**config.mk**
```make
export PLATFORM = sky130hd
export DESIGN_NAME = imu_six_channel_moving_average
export DESIGN_NICKNAME = d
export VERILOG_FILES = /design/src/hdl/imuma_pkg.sv /design/src/hdl/imuma_hist.sv /design/src/hdl/imuma_accum.sv /design/src/hdl/imuma_div.sv /design/src/hdl/imu_six_channel_moving_average.sv
export SDC_FILE = /design/constraint.sdc
export NUM_CORES = 2
export LEC_CHECK = 0
export ABC_AREA = 1
export BUFFER_PORTS_ARGS = -buffer_cell sky130_fd_sc_hd__clkbuf_2
export CAP_MARGIN = 15
export CORE_UTILIZATION = 45
export CTS_CLUSTER_DIAMETER = 150
export DETAILED_ROUTE_END_ITERATION = 12
export PLACE_DENSITY = 0.6
export SKIP_LAST_GASP = 1
export SLEW_MARGIN = 0
export SYNTH_ARGS = -nofsm -noshare
export SYNTH_HDL_FRONTEND = slang
export SYNTH_SLANG_ARGS = --single-unit
```
**constraint.sdc**
```tcl
create_clock -name clk -period 30.1 [get_ports clk]
set_input_delay 1.505 -clock clk [delete_from_list [all_inputs] [get_ports clk]]
set_output_delay 1.505 -clock clk [all_outputs]
set_load 0.005 [all_outputs]
```
**src/hdl/imuma_pkg.sv**
```systemverilog
package imuma_pkg;

  localparam int CHANNELS   = 6;
  localparam int SAMPLE_W   = 16;
  localparam int TAG_W      = 32;
  localparam int WINDOW_DEF = 5;

  typedef logic [SAMPLE_W-1:0] sample_t;
  typedef sample_t [CHANNELS-1:0] sample_vec_t;

  // handover from the accumulator stage to the divide stages
  typedef struct packed {
    logic valid;
    logic averaged;
  } s1_ctrl_t;

endpackage

```
**src/hdl/imuma_hist.sv**
```systemverilog
module imuma_hist #(
  parameter int WINDOW = imuma_pkg::WINDOW_DEF,
  parameter int PTR_W  = $clog2(WINDOW)
) (
  input  logic                    clk,
  input  logic                    wr_en,
  input  logic [PTR_W-1:0]        wr_addr,
  input  imuma_pkg::sample_vec_t  wr_data,
  input  logic [PTR_W-1:0]        rd_addr,
  output imuma_pkg::sample_vec_t  rd_data
);

  imuma_pkg::sample_vec_t mem [WINDOW];

  always_ff @(posedge clk) begin
    if (wr_en) begin
      mem[wr_addr] <= wr_data;
    end
    rd_data <= mem[rd_addr];
  end

endmodule

```
**src/hdl/imuma_accum.sv**
```systemverilog
module imuma_accum #(
  parameter int WINDOW = imuma_pkg::WINDOW_DEF,
  parameter int SUM_W  = imuma_pkg::SAMPLE_W + $clog2(WINDOW),
  parameter int PTR_W  = $clog2(WINDOW)
) (
  input  logic                          clk,
  input  logic                          rst,
  input  logic                          in_valid,
  output logic                          in_ready,
  input  imuma_pkg::sample_vec_t        samples,
  input  logic [imuma_pkg::TAG_W-1:0]   tag,
  // history memory
  output logic                          hist_wr_en,
  output logic [PTR_W-1:0]              hist_wr_addr,
  output imuma_pkg::sample_vec_t        hist_wr_data,
  output logic [PTR_W-1:0]              hist_rd_addr,
  input  imuma_pkg::sample_vec_t        hist_rd,
  // towards the divider
  output imuma_pkg::s1_ctrl_t           s1_ctrl,
  input  logic                          s1_take,
  output logic signed [SUM_W-1:0]       sums [imuma_pkg::CHANNELS],
  output imuma_pkg::sample_vec_t        s1_samples,
  output logic [imuma_pkg::TAG_W-1:0]   s1_tag
);

  localparam int SW = imuma_pkg::SAMPLE_W;
  localparam logic [PTR_W-1:0] LAST = PTR_W'(WINDOW - 1);

  logic             accept;
  logic [PTR_W-1:0] slot;
  logic [PTR_W-1:0] slot_next;
  logic             full;

  logic signed [SW-1:0]    old [imuma_pkg::CHANNELS];
  logic signed [SW:0]      delta [imuma_pkg::CHANNELS];
  logic signed [SUM_W-1:0] sums_next [imuma_pkg::CHANNELS];

  // no word is taken while reset is held
  assign in_ready  = !rst && (!s1_ctrl.valid || s1_take);
  assign accept    = in_valid && in_ready;
  assign slot_next = (slot == LAST) ? '0 : slot + 1'b1;

  assign hist_wr_en   = accept;
  assign hist_wr_addr = slot;
  assign hist_wr_data = samples;
  // look one slot ahead so the oldest word is registered before it is needed
  assign hist_rd_addr = accept ? slot_next : slot;

  always_comb begin
    for (int c = 0; c < imuma_pkg::CHANNELS; c++) begin
      old[c]       = full ? $signed(hist_rd[c]) : '0;
      delta[c]     = (SW + 1)'($signed(samples[c])) - (SW + 1)'(old[c]);
      sums_next[c] = sums[c] + SUM_W'(delta[c]);
    end
  end

  always_ff @(posedge clk) begin
    if (rst) begin
      slot          <= '0;
      full          <= 1'b0;
      s1_ctrl.valid <= 1'b0;
      for (int c = 0; c < imuma_pkg::CHANNELS; c++) begin
        sums[c] <= '0;
      end
    end else begin
      if (accept) begin
        slot             <= slot_next;
        full             <= full || (slot == LAST);
        s1_ctrl.valid    <= 1'b1;
        s1_ctrl.averaged <= full || (slot == LAST);
        s1_samples       <= samples;
        s1_tag           <= tag;
        for (int c = 0; c < imuma_pkg::CHANNELS; c++) begin
          sums[c] <= sums_next[c];
        end
      end else if (s1_take) begin
        s1_ctrl.valid <= 1'b0;
      end
    end
  end

  a_accept_loads : assert property (@(posedge clk) disable iff (rst)
    accept |=> s1_ctrl.valid)
    else $error("accepted word not held in accumulator stage");

  a_full_avg : assert property (@(posedge clk) disable iff (rst)
    accept && full |=> s1_ctrl.averaged && full)
    else $error("average flag lost after window filled");

  a_fill_wrap : assert property (@(posedge clk) disable iff (rst)
    accept && !full && (slot == LAST) |=> full && (slot == '0) && s1_ctrl.averaged)
    else $error("window completion did not wrap slot pointer");

endmodule

```
**src/hdl/imuma_div.sv**
```systemverilog
module imuma_div #(
  parameter int WINDOW = imuma_pkg::WINDOW_DEF,
  parameter int SUM_W  = imuma_pkg::SAMPLE_W + $clog2(WINDOW)
) (
  input  logic                          clk,
  input  logic                          rst,
  input  imuma_pkg::s1_ctrl_t           in_ctrl,
  output logic                          ready,
  input  logic signed [SUM_W-1:0]       sums [imuma_pkg::CHANNELS],
  input  imuma_pkg::sample_vec_t        samples,
  input  logic [imuma_pkg::TAG_W-1:0]   tag,
  output logic                          out_valid,
  input  logic                          out_ready,
  output imuma_pkg::sample_vec_t        out_data,
  output logic [imuma_pkg::TAG_W-1:0]   out_tag,
  output logic                          averaged
);

  localparam int SW      = imuma_pkg::SAMPLE_W;
  localparam int LOG_W   = $clog2(WINDOW);
  localparam int SHIFT   = SUM_W + LOG_W;
  localparam int RECIP_W = SUM_W + 1;
  localparam int PROD_W  = SUM_W + RECIP_W;
  localparam int QW      = SW + 1;
  // ceil(2^SHIFT / WINDOW): exact floor quotient for any SUM_W-bit magnitude
  localparam longint unsigned RECIP_FULL =
    ((longint'(1) << SHIFT) + longint'(WINDOW) - 1) / longint'(WINDOW);
  localparam logic [RECIP_W-1:0] RECIP = RECIP_W'(RECIP_FULL);

  logic out_take;
  logic s2_take;

  logic                          s2_valid;
  logic                          s2_avg;
  logic [imuma_pkg::CHANNELS-1:0] s2_neg;
  logic [PROD_W-1:0]             s2_prod [imuma_pkg::CHANNELS];
  imuma_pkg::sample_vec_t        s2_samp;
  logic [imuma_pkg::TAG_W-1:0]   s2_tag;

  logic [SUM_W-1:0]  mag [imuma_pkg::CHANNELS];
  logic [PROD_W-1:0] prod_next [imuma_pkg::CHANNELS];
  logic [QW-1:0]     qmag [imuma_pkg::CHANNELS];
  logic [QW-1:0]     qsgn [imuma_pkg::CHANNELS];
  imuma_pkg::sample_vec_t res;

  assign out_take = !out_valid || out_ready;
  assign s2_take  = !s2_valid || out_take;
  assign ready    = s2_take;

  always_comb begin
    for (int c = 0; c < imuma_pkg::CHANNELS; c++) begin
      mag[c]       = sums[c][SUM_W-1] ? SUM_W'(-sums[c]) : SUM_W'(sums[c]);
      prod_next[c] = PROD_W'(mag[c]) * PROD_W'(RECIP);
    end
  end

  always_comb begin
    for (int c = 0; c < imuma_pkg::CHANNELS; c++) begin
      qmag[c] = QW'(s2_prod[c] >> SHIFT);
      qsgn[c] = s2_neg[c] ? -qmag[c] : qmag[c];
      res[c]  = s2_avg ? qsgn[c][SW-1:0] : s2_samp[c];
    end
  end

  always_ff @(posedge clk) begin
    if (rst) begin
      s2_valid  <= 1'b0;
      out_valid <= 1'b0;
    end else begin
      if (s2_take) begin
        s2_valid <= in_ctrl.valid;
        s2_avg   <= in_ctrl.averaged;
        s2_samp  <= samples;
        s2_tag   <= tag;
        for (int c = 0; c < imuma_pkg::CHANNELS; c++) begin
          s2_neg[c]  <= sums[c][SUM_W-1];
          s2_prod[c] <= prod_next[c];
        end
      end
      if (out_take) begin
        out_valid <= s2_valid;
        out_data  <= res;
        out_tag   <= s2_tag;
        averaged  <= s2_avg;
      end
    end
  end

  a_s2_hold : assert property (@(posedge clk) disable iff (rst)
    s2_valid && !out_take |=> s2_valid && $stable(s2_tag))
    else $error("product stage dropped a word under stall");

  a_s2_load : assert property (@(posedge clk) disable iff (rst)
    in_ctrl.valid && ready |=> s2_valid)
    else $error("word from accumulator not taken into product stage");

endmodule

```
**src/hdl/imu_six_channel_moving_average.sv**
```systemverilog
// Six-channel IMU moving average.
// Input channel: in_valid/in_ready with accel_x/y/z, gyro_x/y/z (signed 16 bit)
// and sample_tag; output channel: out_valid/out_ready with the six filtered
// channels, out_tag and averaged. A word is taken when valid and ready are high.
// Samples 1 .. WINDOW-1 after reset pass through with averaged low; from the
// WINDOW-th on each channel gives the window sum divided by WINDOW, truncated
// toward zero, with averaged high.
// A word passes three pipeline registers: running sums, reciprocal product,
// result. Throughput: one word per cycle while the receiver does not stall;
// the history memory is read one slot ahead through its registered port, so
// the oldest sample is ready every cycle.
// Reset clears the running sums, the fill state and all stage valids; the
// history memory is not cleared and is only used once the window has filled.
// When the receiver stalls the result is held and the earlier stages keep
// taking words until all three stages are occupied.
module imu_six_channel_moving_average #(
  parameter int WINDOW = imuma_pkg::WINDOW_DEF
) (
  input  logic                                 clk,
  input  logic                                 rst,
  input  logic                                 in_valid,
  output logic                                 in_ready,
  input  logic signed [imuma_pkg::SAMPLE_W-1:0] accel_x,
  input  logic signed [imuma_pkg::SAMPLE_W-1:0] accel_y,
  input  logic signed [imuma_pkg::SAMPLE_W-1:0] accel_z,
  input  logic signed [imuma_pkg::SAMPLE_W-1:0] gyro_x,
  input  logic signed [imuma_pkg::SAMPLE_W-1:0] gyro_y,
  input  logic signed [imuma_pkg::SAMPLE_W-1:0] gyro_z,
  input  logic [imuma_pkg::TAG_W-1:0]          sample_tag,
  output logic                                 out_valid,
  input  logic                                 out_ready,
  output logic signed [imuma_pkg::SAMPLE_W-1:0] out_accel_x,
  output logic signed [imuma_pkg::SAMPLE_W-1:0] out_accel_y,
  output logic signed [imuma_pkg::SAMPLE_W-1:0] out_accel_z,
  output logic signed [imuma_pkg::SAMPLE_W-1:0] out_gyro_x,
  output logic signed [imuma_pkg::SAMPLE_W-1:0] out_gyro_y,
  output logic signed [imuma_pkg::SAMPLE_W-1:0] out_gyro_z,
  output logic [imuma_pkg::TAG_W-1:0]          out_tag,
  output logic                                 averaged
);

  localparam int SUM_W = imuma_pkg::SAMPLE_W + $clog2(WINDOW);
  localparam int PTR_W = $clog2(WINDOW);

  imuma_pkg::sample_vec_t in_vec;
  imuma_pkg::sample_vec_t out_vec;

  logic                        hist_wr_en;
  logic [PTR_W-1:0]            hist_wr_addr;
  imuma_pkg::sample_vec_t      hist_wr_data;
  logic [PTR_W-1:0]            hist_rd_addr;
  imuma_pkg::sample_vec_t      hist_rd;

  imuma_pkg::s1_ctrl_t         s1_ctrl;
  logic                        s1_take;
  logic signed [SUM_W-1:0]     sums [imuma_pkg::CHANNELS];
  imuma_pkg::sample_vec_t      s1_samples;
  logic [imuma_pkg::TAG_W-1:0] s1_tag;

  assign in_vec[0] = accel_x;
  assign in_vec[1] = accel_y;
  assign in_vec[2] = accel_z;
  assign in_vec[3] = gyro_x;
  assign in_vec[4] = gyro_y;
  assign in_vec[5] = gyro_z;

  assign out_accel_x = $signed(out_vec[0]);
  assign out_accel_y = $signed(out_vec[1]);
  assign out_accel_z = $signed(out_vec[2]);
  assign out_gyro_x  = $signed(out_vec[3]);
  assign out_gyro_y  = $signed(out_vec[4]);
  assign out_gyro_z  = $signed(out_vec[5]);

  imuma_hist #(
    .WINDOW (WINDOW),
    .PTR_W  (PTR_W)
  ) u_hist (
    .clk     (clk),
    .wr_en   (hist_wr_en),
    .wr_addr (hist_wr_addr),
    .wr_data (hist_wr_data),
    .rd_addr (hist_rd_addr),
    .rd_data (hist_rd)
  );

  imuma_accum #(
    .WINDOW (WINDOW),
    .SUM_W  (SUM_W),
    .PTR_W  (PTR_W)
  ) u_accum (
    .clk          (clk),
    .rst          (rst),
    .in_valid     (in_valid),
    .in_ready     (in_ready),
    .samples      (in_vec),
    .tag          (sample_tag),
    .hist_wr_en   (hist_wr_en),
    .hist_wr_addr (hist_wr_addr),
    .hist_wr_data (hist_wr_data),
    .hist_rd_addr (hist_rd_addr),
    .hist_rd      (hist_rd),
    .s1_ctrl      (s1_ctrl),
    .s1_take      (s1_take),
    .sums         (sums),
    .s1_samples   (s1_samples),
    .s1_tag       (s1_tag)
  );

  imuma_div #(
    .WINDOW (WINDOW),
    .SUM_W  (SUM_W)
  ) u_div (
    .clk       (clk),
    .rst       (rst),
    .in_ctrl   (s1_ctrl),
    .ready     (s1_take),
    .sums      (sums),
    .samples   (s1_samples),
    .tag       (s1_tag),
    .out_valid (out_valid),
    .out_ready (out_ready),
    .out_data  (out_vec),
    .out_tag   (out_tag),
    .averaged  (averaged)
  );

endmodule
```
== Word-level counts from Yosys, hierarchy flattened ==
Memory sizes are Yosys's and may differ from the RTL's. A register that Yosys moved wholly into a read port is not among the register bits.
Cells that the tools add are included.

* Memories kept: 2
* Bits in registers: 514
* Bits in latches: 0
* Memory bits (read-only): 0
* RAM bits: 714
* Input port bits: 132
* Output and inout port bits: 131

{| class="wikitable"
|+ Memory list
! name !! words !! bits a word !! rd ports !! clocked after Yosys merged registers in !! write ports !! RTL line !! source
|-
| u_hist.mem || 5 || 96 || 1 || 1 || 1 || imuma_hist.sv:13 || <nowiki>imuma_pkg::sample_vec_t mem [WINDOW];</nowiki>
|-
| u_div.s2_prod || 6 || 39 || 6 || 0 || 6 || imuma_div.sv:36 || <nowiki>logic [PROD_W-1:0] s2_prod [imuma_pkg::CHANNELS];</nowiki>
|}

* Bitwise logic cells: 1
* Muxes and demuxes: 33
* $lt $le $gt $ge: 0
* Shift-type cells: 0
* Div/mod/pow operators: 0
* Eq/ne operators: 1
* $add $sub $neg: 25
* Reductions and logical operators: 14
* Multiply operators: 6

{| class="wikitable"
|+ Operators by type and width
! operator !! number
|-
| $mux W16 || 18
|-
| $mul A19 B20 Y39 const B || 6
|-
| $add A19 B17 Y19 || 6
|-
| $mux W19 || 6
|-
| $neg A19 Y19 || 6
|-
| $sub A16 B16 Y17 || 6
|-
| $neg A16 Y16 || 6
|-
| $mux W1 || 7
|-
| $mux W3 || 2
|-
| $reduce_and A2 Y1 || 3
|-
| $logic_not A1 Y1 || 4
|-
| $logic_or A1 B1 Y1 || 4
|-
| $add A3 B1 Y3 const B || 1
|-
| $eq A3 B3 Y1 const B || 1
|-
| $logic_and A1 B1 Y1 || 2
|-
| $reduce_bool A2 Y1 || 1
|-
| $not A1 Y1 || 1
|}

== Depth between registers and ports, before layout ==
* Depth after elaboration: 8
* Gate-level depth with buffers: 35

== Modules after synthesis ==
From an unflattened synthesis, not the netlist that was laid out.

* Cells, all modules: 10,469
* Area, all modules: 92,678.9 µm²

{| class="wikitable"
|+ By module, submodules not included
! module !! area each (µm²) !! cells each !! times used !! sequential area each (µm²)
|-
| imuma_div || 51,072.7 || 5,806 || 1 || 10,850.4
|-
| imuma_hist || 22,071.2 || 2,018 || 1 || 16,335.7
|-
| imuma_accum || 19,535.0 || 2,645 || 1 || 6,256.0
|}

== Worst setup path before layout ==
Ideal clock, no wire load.

* Kind: input port to flip-flop
* From: input port rst
* To: memory u_hist.mem[0][0] (netlist bit), enable pin
* Stages: 8
* Required time: 29,313 ps
* Library setup time: 787 ps
* Setup slack: 17,892 ps
* Arrival time: 11,422 ps
* Path through: buf_6 -> inv_6 -> nand2_4 -> nor2_8 -> inv_4 -> buf_2 -> clkbuf_1 -> nor4_1

* Longest elaborated chain between the ends: 5

{| class="wikitable"
|+ Ends and longest elaborated chain
! what !! RTL line !! source
|-
| from (decl) || imu_six_channel_moving_average.sv:20 || <nowiki>input logic rst,</nowiki>
|-
| $logic_not A1 Y1 || imuma_accum.sv:39 || <nowiki>assign in_ready = !rst && (!s1_ctrl.valid || s1_take);</nowiki>
|-
| $logic_and A1 B1 Y1 || imuma_accum.sv:39 ||
|-
| $logic_and A1 B1 Y1 || imuma_accum.sv:40 || <nowiki>assign accept = in_valid && in_ready;</nowiki>
|-
| $mux W1 || imuma_hist.sv:16 || <nowiki>if (wr_en) begin</nowiki>
|-
| $mux W1 (not written as such) || imuma_hist.sv:17 || <nowiki>mem[wr_addr] <= wr_data;</nowiki>
|-
| to (decl) || imuma_hist.sv:13 ||
|}

Every way passes these cells.

==> run metrics <==
outcome=complete, no violations; max cap viols=0; fillers=18400; H-Tree Level Count=4; Total Wirelength=roughly 250 mm; main combinational cell family by area after synthesis=adder cells; mux share of post-synthesis cell area=0%; Final Slew Violations=0; Core ar.=197000 µm²; commonest non-fill, non-tap cells in the layout=inv_1, nand2_1, edfxtp_1; Synth top area share=32.6%; number of global-route vias before repair=between 60000 and 70000; Req. time, crit path=30.64 ns; Final Cycle Share=23.9%; Area growth, synth to finish=9.88%; synth warn=0; DRT Pass-1 Iters=6; adder-cell share of the synthesized area=28.6%; most frequent CP cell=inv_1; Yosys reg bits=1186; Tightest Pin Transition=about 1.2 ns; antenna-violating nets left=0; DR WL met2=116 mm; Setup Fix Bufs, Post-CTS=0; post-CTS sizing=0; top cells by area, synth=edfxtp_1, fa_1, ha_1; Cells after Synth=9504; port bufs=262; RSZ-0062 raised after global routing=no; GRT overflow=0; Vias=between 60000 and 70000; Residual DRC=0; IO Pins=between 200 and 300; crit path to=u_div.s2_prod[3][37]; Crit Path Max Fanout=7; Final min period=7.18 ns; largest net degree at the start of global routing=~200; XOR/XNOR Fraction of Synth Area=2.71%; Sink Count=approximately 1200; Final Hold Viols=0; commonest non-fill, non-tap cell in the layout=inv_1; Die Wd=roughly 450 µm; synth unique cells=58; Tot GR Track Use=24.7%; slowest stage delay, CP=0.58 ns; met1 WL=110 mm; f_max=between 100 and 150 MHz; R2R Path Start=u_accum.sums[38]; root buf cell=clkbuf_16; CP endpoint kind=register; syn avg cell area=~9.4 µm²; first-pass GRT wire length=380 mm; Worst R2R Path Depth=26; initial DRC count=4576; total CTS buffers=138; placer's final routability congestion estimate=0.940; cts hold-fix bufs=0; clock buffer depth=3; area of the mapped netlist=around 89000 µm²; vias per cell=5.19; CP startpoint=u_accum.sums[38]; Arr. time, crit path=around 7.7 ns; clk_lat worst skew=about 0.80 ns; clk slew on worst S/H paths=~0.060 ns; register area share after synthesis=37.5%; CTS tree=built; RR Endpoint=u_div.s2_prod[3][37]; highest routed layer=met5; chip height=447 µm; Setup Crit Path Kind=register to register; Final nets=11500; Mapped Nets=11300; post-synthesis compound-gate area fraction=about 9.2%; die area=around 200000 µm²; setup TNS=0 ns; Reg2Reg Setup Slack=between 20 and 25 ns; Crit-path slowest cell=fa_1; Initial Utilization=45.3%; clock skew=0.0287 ns; crit start category=register; WL met3=12.7 mm; relative slew slack=22.8%; pre-CTS WS=22.91 ns; initial antenna violation count=44; post-DP HPWL=190 mm; DR WL/cell=around 20 µm; HP Class=register to register; ratio of cells with drive above 1 in the final layout=5.74%; Final setup violation count=0; post-synth top area cell=edfxtp_1; Synth Area in Simple Gates=12.4%; FP Rows=163; worst setup margin=about 23 ns
worst max-delay path, delay by kind of cell, from the launching register on:
kind | cells | cell delay, ns
AND/OR/NAND/NOR | 6 | 0.97
adder cells (fa/ha/maj) | 7 | 3.25
flip-flops | 1 | 0.37
XOR/XNOR | 1 | 0.44
buffers and inverters | 6 | 0.66
AO/OA/AOI/OAI | 6 | 1.24
logic make-up after synthesis:
group,after synthesis
adders and majority gates,1620
DFF,1186
and+or+nand+nor,2640
xor gates and xnor gates,275
AOI/OAI and AO/OA,1539
buffers and inverters,2243
other,1
registers in the layout, summed over array words and instances (netlist names), 6 cells and up:
| signal | flops |
|---|---|
| u_div.s2_samp | 96 |
| u_div.out_data | 96 |
| u_accum.s1_tag | 32 |
| u_hist.mem | 480 |
| u_div.s2_prod | 96 |
| u_accum.sums | 114 |
| u_accum.s1_samples | 96 |
| u_div.out_tag | 32 |
| u_hist.rd_data | 96 |
| u_div.s2_neg | 6 |
| u_div.s2_tag | 32 |
layout make-up:
cell class	instances	area [µm²]	share of cell area (%)
Antenna cell	14	35.0	0.0357
Sequential cell	1186	33400	34.1
Inverter	2052	7720	7.88
Timing Repair Buffer	298	1620	1.65
Clock buffer	180	3780	3.85
Tap cell	2640	3300	3.37
Clock inverter	74	882	0.899
Multi-Input combinational cell	6075	47300	48.2
worst min-delay path by stage:
| stage | cells after the start | to | startpoint | slack (ns) |
|---|---|---|---|---|
| 6_report | 0 | u_div.s2_samp[79] | u_accum.s1_samples[79] | 0.39 |
| 5_1_grt | 0 | u_div.s2_samp[79] | u_accum.s1_samples[79] | 0.40 |
| 4_1_cts | 0 | u_div.s2_samp[95] | u_accum.s1_samples[95] | 0.39 |
| 3_5_place_dp | 0 | u_div.out_tag[1] | u_div.s2_tag[1] | 0.40 |
| 3_3_place_gp | 0 | u_div.s2_tag[17] | u_accum.s1_tag[17] | 0.40 |
| 2_1_floorplan | 0 | u_div.out_tag[0] | u_div.s2_tag[0] | 0.40 |
layer usage:
metal | vias to the layer above | global-route usage (%)
li1 | 31400 | -
met1 | 31600 | 33.5
met2 | 1588 | 41.2
met3 | 351 | 3.27
met4 | 20 | 6.79
met5 | - | 0
through the flow:
stage | cell area (µm²) | hold WS (ns) | cells | utilization (%)
after floorplan | 89300 | 0.400 | 9504 | -
after global placement | 93400 | 0.400 | 12300 | 47.3
after detailed placement | 93400 | 0.405 | 12300 | 47.3
after CTS | 98000 | 0.393 | 12500 | 49.7
after global routing | 98100 | 0.401 | 12500 | 49.7
final | 98100 | 0.394 | 12500 | 49.7
Yosys cell counts (all sizes together):
library cell and count:
a21boi 16, nand2 1499, dfxtp 217, nor2 471
o311ai 4, and2 10, o21a 50, a211oi 8
nor4 17, fa 698, a31o 3, clkbuf 113
a31oi 41, o211ai 8, a21o 48, a21oi 573
o21bai 13, ha 922, o31ai 32, clkinv 2
xnor2 38, o41ai 2, o221ai 1, xor2 237
inv 2050, and3 7, nor3 104, o2111ai 1
nand4 67, conb 1, edfxtp 969, nand3 428
o21ai 737, o221a 2, buf 78, nor3b 4
nand3b 14, or2 19
Power is not shown: default switching activity piles up to over one toggle a cycle in this logic, so the estimate is an artifact.
